$ cat config.mk
export PLATFORM = sky130hd
export DESIGN_NAME = bdcd_front
export DESIGN_NICKNAME = d
export VERILOG_FILES = /design/src/hdl/bdcd_pkg.sv /design/src/hdl/bdcd_front.sv
export SDC_FILE = /design/constraint.sdc
export NUM_CORES = 1
export LEC_CHECK = 0
export BUFFER_PORTS_ARGS = -buffer_cell sky130_fd_sc_hd__buf_2
export CAP_MARGIN = 20
export CORE_MARGIN = 2
export CORE_UTILIZATION = 55
export CTS_CLUSTER_DIAMETER = 40
export DETAILED_ROUTE_END_ITERATION = 7
export HOLD_SLACK_MARGIN = 0.05
export PLACE_DENSITY_LB_ADDON = 0.05
export SLEW_MARGIN = 20
export SYNTH_ARGS = -nofsm -noshare
export SYNTH_HDL_FRONTEND = slang
export SYNTH_SLANG_ARGS = --single-unit
$ cat constraint.sdc
create_clock -name clk_i -period 4.3 [get_ports clk_i]
set_input_delay 0 -clock clk_i [delete_from_list [all_inputs] [get_ports clk_i]]
set_output_delay 0 -clock clk_i [all_outputs]
set_load 0.005 [all_outputs]
$ cat src/hdl/bdcd_pkg.sv
package bdcd_pkg;

  localparam int QueueDepth  = 32;
  localparam int HandleCount = 1024;
  localparam int IdxW        = $clog2(QueueDepth);
  localparam int CntW        = $clog2(QueueDepth + 1);
  localparam int MarkW       = $clog2(HandleCount);
  localparam int FifoDepth   = 4;

  typedef enum logic [2:0] {
    MODE_PUSH  = 3'd0,
    MODE_PUSHB = 3'd1,
    MODE_POP   = 3'd2,
    MODE_FLKP  = 3'd3,
    MODE_FLALL = 3'd4,
    MODE_STATS = 3'd5
  } mode_e;

  localparam logic [2:0] T_REP   = 3'd0;
  localparam logic [2:0] T_DEL   = 3'd1;
  localparam logic [2:0] T_FLUSH = 3'd2;
  localparam logic [2:0] T_DEFER = 3'd3;
  localparam logic [2:0] T_SYNC  = 3'd4;
  localparam logic [2:0] T_SYNC0 = 3'd5;
  localparam logic [2:0] T_SYNC1 = 3'd6;
  localparam logic [2:0] T_BAD   = 3'd7;

  localparam logic [2:0] K_ACC   = 3'd0;
  localparam logic [2:0] K_IGN   = 3'd1;
  localparam logic [2:0] K_POP   = 3'd2;
  localparam logic [2:0] K_EMPTY = 3'd3;
  localparam logic [2:0] K_REL   = 3'd4;
  localparam logic [2:0] K_STATS = 3'd5;
  localparam logic [2:0] K_FULL  = 3'd6;

  localparam logic CFG_MAX = 1'b0;
  localparam logic CFG_SRV = 1'b1;

  typedef struct packed {
    logic [2:0]  mode;
    logic [2:0]  ctype;
    logic        item;
    logic [9:0]  handle;
    logic [31:0] tag;
    logic [31:0] now;
  } cmd_t;

  typedef struct packed {
    logic [2:0]  kind;
    logic [2:0]  otype;
    logic        ohas;
    logic [9:0]  ohandle;
    logic [31:0] otag;
    logic [31:0] otime;
    logic [5:0]  qlen;
    logic [63:0] recyc;
    logic [31:0] oldest;
    logic [31:0] youngest;
    logic        last;
  } res_t;

  typedef enum logic [2:0] {
    S_IDLE, S_MARK, S_FLUSH, S_FLREAD, S_STATS, S_EMIT
  } state_e;

endpackage

$ cat src/hdl/bdcd_front.sv
module bdcd_front import bdcd_pkg::*; (
  input  logic       clk_i,
  input  logic       rst_ni,
  input  logic       push,
  output logic       full,
  input  logic [2:0] mode_i,
  input  logic [2:0] cmd_type_i,
  input  logic       has_item_i,
  input  logic [9:0] item_handle_i,
  input  logic [31:0] entry_tag_i,
  input  logic [31:0] now_i,
  input  logic       srv_i,
  output logic       vld_o,
  output cmd_t       cmd_o,
  input  logic       rdy_i
);
  localparam int PW = $clog2(FifoDepth);
  cmd_t mem_q [FifoDepth];
  logic [PW-1:0] wp_q, rp_q;
  logic [PW:0] cnt_q;
  cmd_t c;
  logic wr, rd;

  // classify: mode 0 non-rep items dropped, disconnected rep/sync and bad types ignored
  always_comb begin
    c.mode   = mode_i;
    c.ctype  = cmd_type_i;
    c.item   = has_item_i;
    c.handle = item_handle_i;
    c.tag    = entry_tag_i;
    c.now    = now_i;
    if (mode_i == MODE_PUSH) begin
      if (cmd_type_i != T_REP) c.item = 1'b0;
      if (!srv_i && (cmd_type_i == T_REP || cmd_type_i == T_SYNC)) c.ctype = T_BAD;
    end
  end

  assign full  = cnt_q == (PW+1)'(FifoDepth);
  assign wr    = push && !full;
  assign vld_o = cnt_q != '0;
  assign rd    = vld_o && rdy_i;
  assign cmd_o = mem_q[rp_q];

  always_ff @(posedge clk_i) begin
    if (wr) mem_q[wp_q] <= c;
  end

  always_ff @(posedge clk_i or negedge rst_ni) begin
    if (!rst_ni) begin
      wp_q <= '0; rp_q <= '0; cnt_q <= '0;
    end else begin
      if (wr) wp_q <= wp_q + 1'b1;
      if (rd) rp_q <= rp_q + 1'b1;
      cnt_q <= cnt_q + (PW+1)'(wr) - (PW+1)'(rd);
    end
  end

`ifndef SYNTH
  a_cnt: assert property (@(posedge clk_i) disable iff (!rst_ni)
    cnt_q <= (PW+1)'(FifoDepth)) else $error("fifo overflow");
  a_full: assert property (@(posedge clk_i) disable iff (!rst_ni)
    full |=> !(cnt_q == '0)) else $error("full to empty");
  a_rd: assert property (@(posedge clk_i) disable iff (!rst_ni)
    rd |-> vld_o) else $error("read empty");
`endif
endmodule

# Word level (Yosys, flattened, before mapping)
# Memory sizes are Yosys's and may differ from the RTL's.
# Cells that the tools add are included.
# word_totals
ff_bits	7
latch_bits	0
ram_bits	324
romBits	0
inputBits	86
elab_cells	25
memories	1
# memory_table
memory	depth	width	read_ports	rd_ports_with_merged_regs	wr	line	rtl
mem_q	4	81	1	0	1	bdcd_front.sv:18	cmd_t mem_q [FifoDepth];
# classes
addsub	4
n_mul	0
div_mod_pow	0
order_cmp	0
n_eq_ne	2
shift	0
muxes	5
bitwise	0
n_reduce_logical	10
# op_table
operator	count
equality test 3 bit, second input constant	2
zero test 3 bit	2
nonzero test 3 bit	2
adder 2 x 1 -> 2 bit, second input constant	2
two-way mux 4 bit	1
adder 3 x 1 -> 3 bit	1
logical AND 1 bit	3
two-way mux 1 bit	3
two-way mux 3 bit	1
subtractor 3 x 1 -> 3 bit	1
zero test 1 bit	2
logical OR 1 bit	1

# Logic depth before layout (Yosys ltp)
# logic_depth
depth_word	5
depth_mapped	9
ltp_nobuf	9

# Least setup slack after synthesis
# Ideal clock, no wire load.
# synth_path
path_type	register to register
from	reg cnt_q[2]
to	mem mem_q[0][0] (netlist name) (enable)
setup_ns	0.449
arrival_ns	2.632
required_ns	3.851
slack_ns	1.219
path_stages_with_launch	3
n_path_buf	0
period_less_slack_ns	3.081
cell_sequence	dfrtp_1 nor3b_2 and3b_1
# synth_via
elab_chain_cells	5
# synth_rtl
element	line	rtl
start, declared	bdcd_front.sv:20	logic [PW:0] cnt_q;
start signal, assigned	bdcd_front.sv:54	cnt_q <= cnt_q + (PW+1)'(wr) - (PW+1)'(rd);
equality test 3 bit	bdcd_front.sv:38	assign full = cnt_q == (PW+1)'(FifoDepth);
net full	bdcd_front.sv:5	output logic full,
zero test 1 bit	bdcd_front.sv:39	assign wr = push && !full;
logical AND 1 bit	bdcd_front.sv:39	
two-way mux 1 bit	bdcd_front.sv:45	if (wr) mem_q[wp_q] <= c;
two-way mux 1 bit (implied by the code)	bdcd_front.sv:45	
end, declared	bdcd_front.sv:18	
# The timed path passes the listed nets, and every way through them passes these cells.

==> results.txt <==
# fillers - 1360
DRT Wirelength - 22900 um
Net Count, Synth - 565
Slew margin rel. - 33.6%
Initial Util - 56.0%
Detailed-route wire length per cell - 21.4 um
Multi-input logic area - 2150 um^2
Vias in the first global route - 6508
Hold endpoint - mem_q[0][2]$_DFFE_PP_
Die Y - 153 um
CP required - 4300 ps
Num CTS Buffers - 40
HPWL after DPL - 12900 um
Largest net degree at the start of global routing - 64
Register area - 9910 um^2
Post-Syn Area - 12200 um^2
Status - finished, final reports clean
Worst Reg2Reg Path Length in Cells - 9
CP max-delay cell - dfrtp_4
Hold Vio Cnt, Final - 0
DR pass1 iterations - 4
CTS tree - yes
Setup Skew - 17.8 ps
I/O Buffers - 168
R2r endpoint - cnt_q[2]$_DFF_PN0_
Clock sinks - 331
Final net count - 852
First-pass GRT wire length - 35800 um
Ys Warns - 0
Num rows - 54
Post-synth EDFFs - 324
Top cells by area, synth - edfxtp_1 80%, mux4_2 15%, dfrtp_1 1.4%, buf_6 0.74%, ha_1 0.61%
Pwr Total - 10.9 mW
Measured slew at the worst slew-check pin - 996 ps
DRC - 0
Setup repair after global routing missed its margin - false
Count of cell types in the netlist - 24
FF+latch count, synth - 331
Post-route cell area - 15800 um^2
Crit-path cells - buf_12, mux4_2, buf_2
Setup violation total in the final timing report - 0
Clk buf depth - 3
Startpoint types - register
CP Class - reg2out
Worst vdd ir - 0.567 mV
CP arrival - 2660 ps
Crit end category - output port
P_leak - 5.52 nW
Synth top area share - 79.7%
Core area - 21800 um^2
Pre-CTS setup slack - 1890 ps
Gpl congestion - 0.747
Share of flip-flops with an asynchronous set or reset - 2.11%
Hold_sp - now_i[2]
Hold path cells - 2
Congestion Overflow GR - 0
Worst r2r src - cnt_q[1]$_DFF_PN0_
Peak Freq - 0.377 GHz
Final Max Tran Viols - 0
FF-to-FF setup slack - 1800 ps
Cells after synthesis - 472
PwrDens - 692 nW/um^2
Setup TNS - 0 ps
Root Driver - clkbuf_16
I/O pin count - 169
Placement Cell Area - 13400 um^2
Minimum clock period - 2660 ps
Post-CTS Resized - 0
Global-route usage over all layers - 20.0%
Fin util - 72.2%
H-tree Lvls - 2
Synth top cells by count - 324 x edfxtp_1, 81 x mux4_2, 9 x buf_2
Die W - 153 um
Register area share after synthesis - 81.1%
Synth area leader - edfxtp_1
Crit path max fanout - 47
Vias - 5914
Antenna Violating Nets Remaining - 0
Via/cell ratio - 5.53
Area growth syn-to-layout - 29.0%
Share of cells above drive strength 1 - 41.5%
Worst-skew pair later-pin latency - 520 ps
ANT cells - 0
Most common cell in the synthesized netlist - edfxtp_1
Initial DRC count - 322
Period utilisation layout - 61.8%
Initial antenna violation count - 0
Hold Path Class - in2reg
Fin worst setup slack - 1640 ps
Syn Area/Cell - 25.9 um^2
Max Cap Viol - 0
Post CTS Setup Buffer Count - 0
Crit-path max cell delay - 910 ps
Die footprint - 23400 um^2
Top FF cell, synth - edfxtp_1
Clock transition at the registers of the reported paths - 60 ps
## layout by cell type (no fill, tap or decap), types with 5 or more instances in the layout
master	synthesis	layout
buf_2	9	168
inv_1	8	8
dlygate4sd3_1	0	87
mux4_2	81	81
dfrtp_1	7	5
bufinv_16	0	12
edfxtp_1	324	324
clkinv_1	0	5
buf_4	1	5
clkbuf_16	0	41
ha_1	6	6
## cell type report
class,instances,share of cell area (%)
clock inverters,28,2.92
multi-input cells,115,13.6
inverters,8,0.191
flip-flops and latches,331,62.9
repair buffers,263,11.5
clock buffers,45,6.61
well taps,280,2.22
## layer usage
layer / share of wire [%] / track usage [%] / up-vias
li1: - / - / 2616
met1: 41 / 26.3 / 3069
met2: 51 / 33.8 / 185
met3: 5.6 / 4.82 / 44
met4: 2.3 / 6.26 / 0
met5: 0 / 0 / -
## kinds of logic (layout without fill, tap and decap cells)
group	after synthesis	in the layout	share of synthesized area, %
flops	331	331	81.1
xor+xnor	4	4	0.287
buf+inv	26	344	1.41
fa+ha+maj	7	7	0.779
mux	81	81	14.9
simple gates	15	15	0.953
compound gates	8	8	0.523
## how the worst max path moves through the flow
| stage | endpoint | start | slack [ps] | cells after the start |
|---|---|---|---|---|
| after global routing | cmd_o[33] | rp_q[0]$_DFFE_PN0P_ | 1440 | 3 |
| final | cmd_o[13] | rp_q[0]$_DFFE_PN0P_ | 1640 | 3 |
| after floorplan | mem_q[0][0]$_DFFE_PP_ | cnt_q[2]$_DFF_PN0_ | 1220 | 2 |
| after detailed placement | mem_q[0][78]$_DFFE_PP_ | cnt_q[2]$_DFF_PN0_ | 1890 | 3 |
| after CTS | cmd_o[21] | rp_q[0]$_DFFE_PN0P_ | 1540 | 3 |
| after global placement | mem_q[0][0]$_DFFE_PP_ | cnt_q[2]$_DFF_PN0_ | 1930 | 3 |
## flip-flops by register name, summed over array words and instances (netlist names)
name / count
cnt_q: 3
mem_q: 324
rp_q: 2
wp_q: 2
## critical path, delay by kind of cell (launching register included)
family,cells,cell delay [ps]
buffers and inverters,2,590
DFF,1,910
muxes,1,580
## stage by stage
stage	hold slack (ps)	cells
3_5_place_dp	-150	910
3_3_place_gp	-162	910
4_1_cts	210	1070
2_1_floorplan	-296	472
6_report	232	1070
5_1_grt	224	1070
## report_power, final
| group | leakage, nW | switching [mW] | internal [mW] |
|---|---|---|---|
| combinational | 1.75 | 1.16 | 1.35 |
| clock | 0.722 | 1.26 | 2.47 |
| sequential | 3.05 | 0.396 | 4.26 |
| total | 5.52 | 2.82 | 8.08 |
## repair_timing
action / 4_1_cts / 5_1_grt
endpoints found under the hold margin: 335 / 0
setup endpoints to repair: 0 / 0
hold buffers: 87 / 0
(Power assumes the default switching activity.)
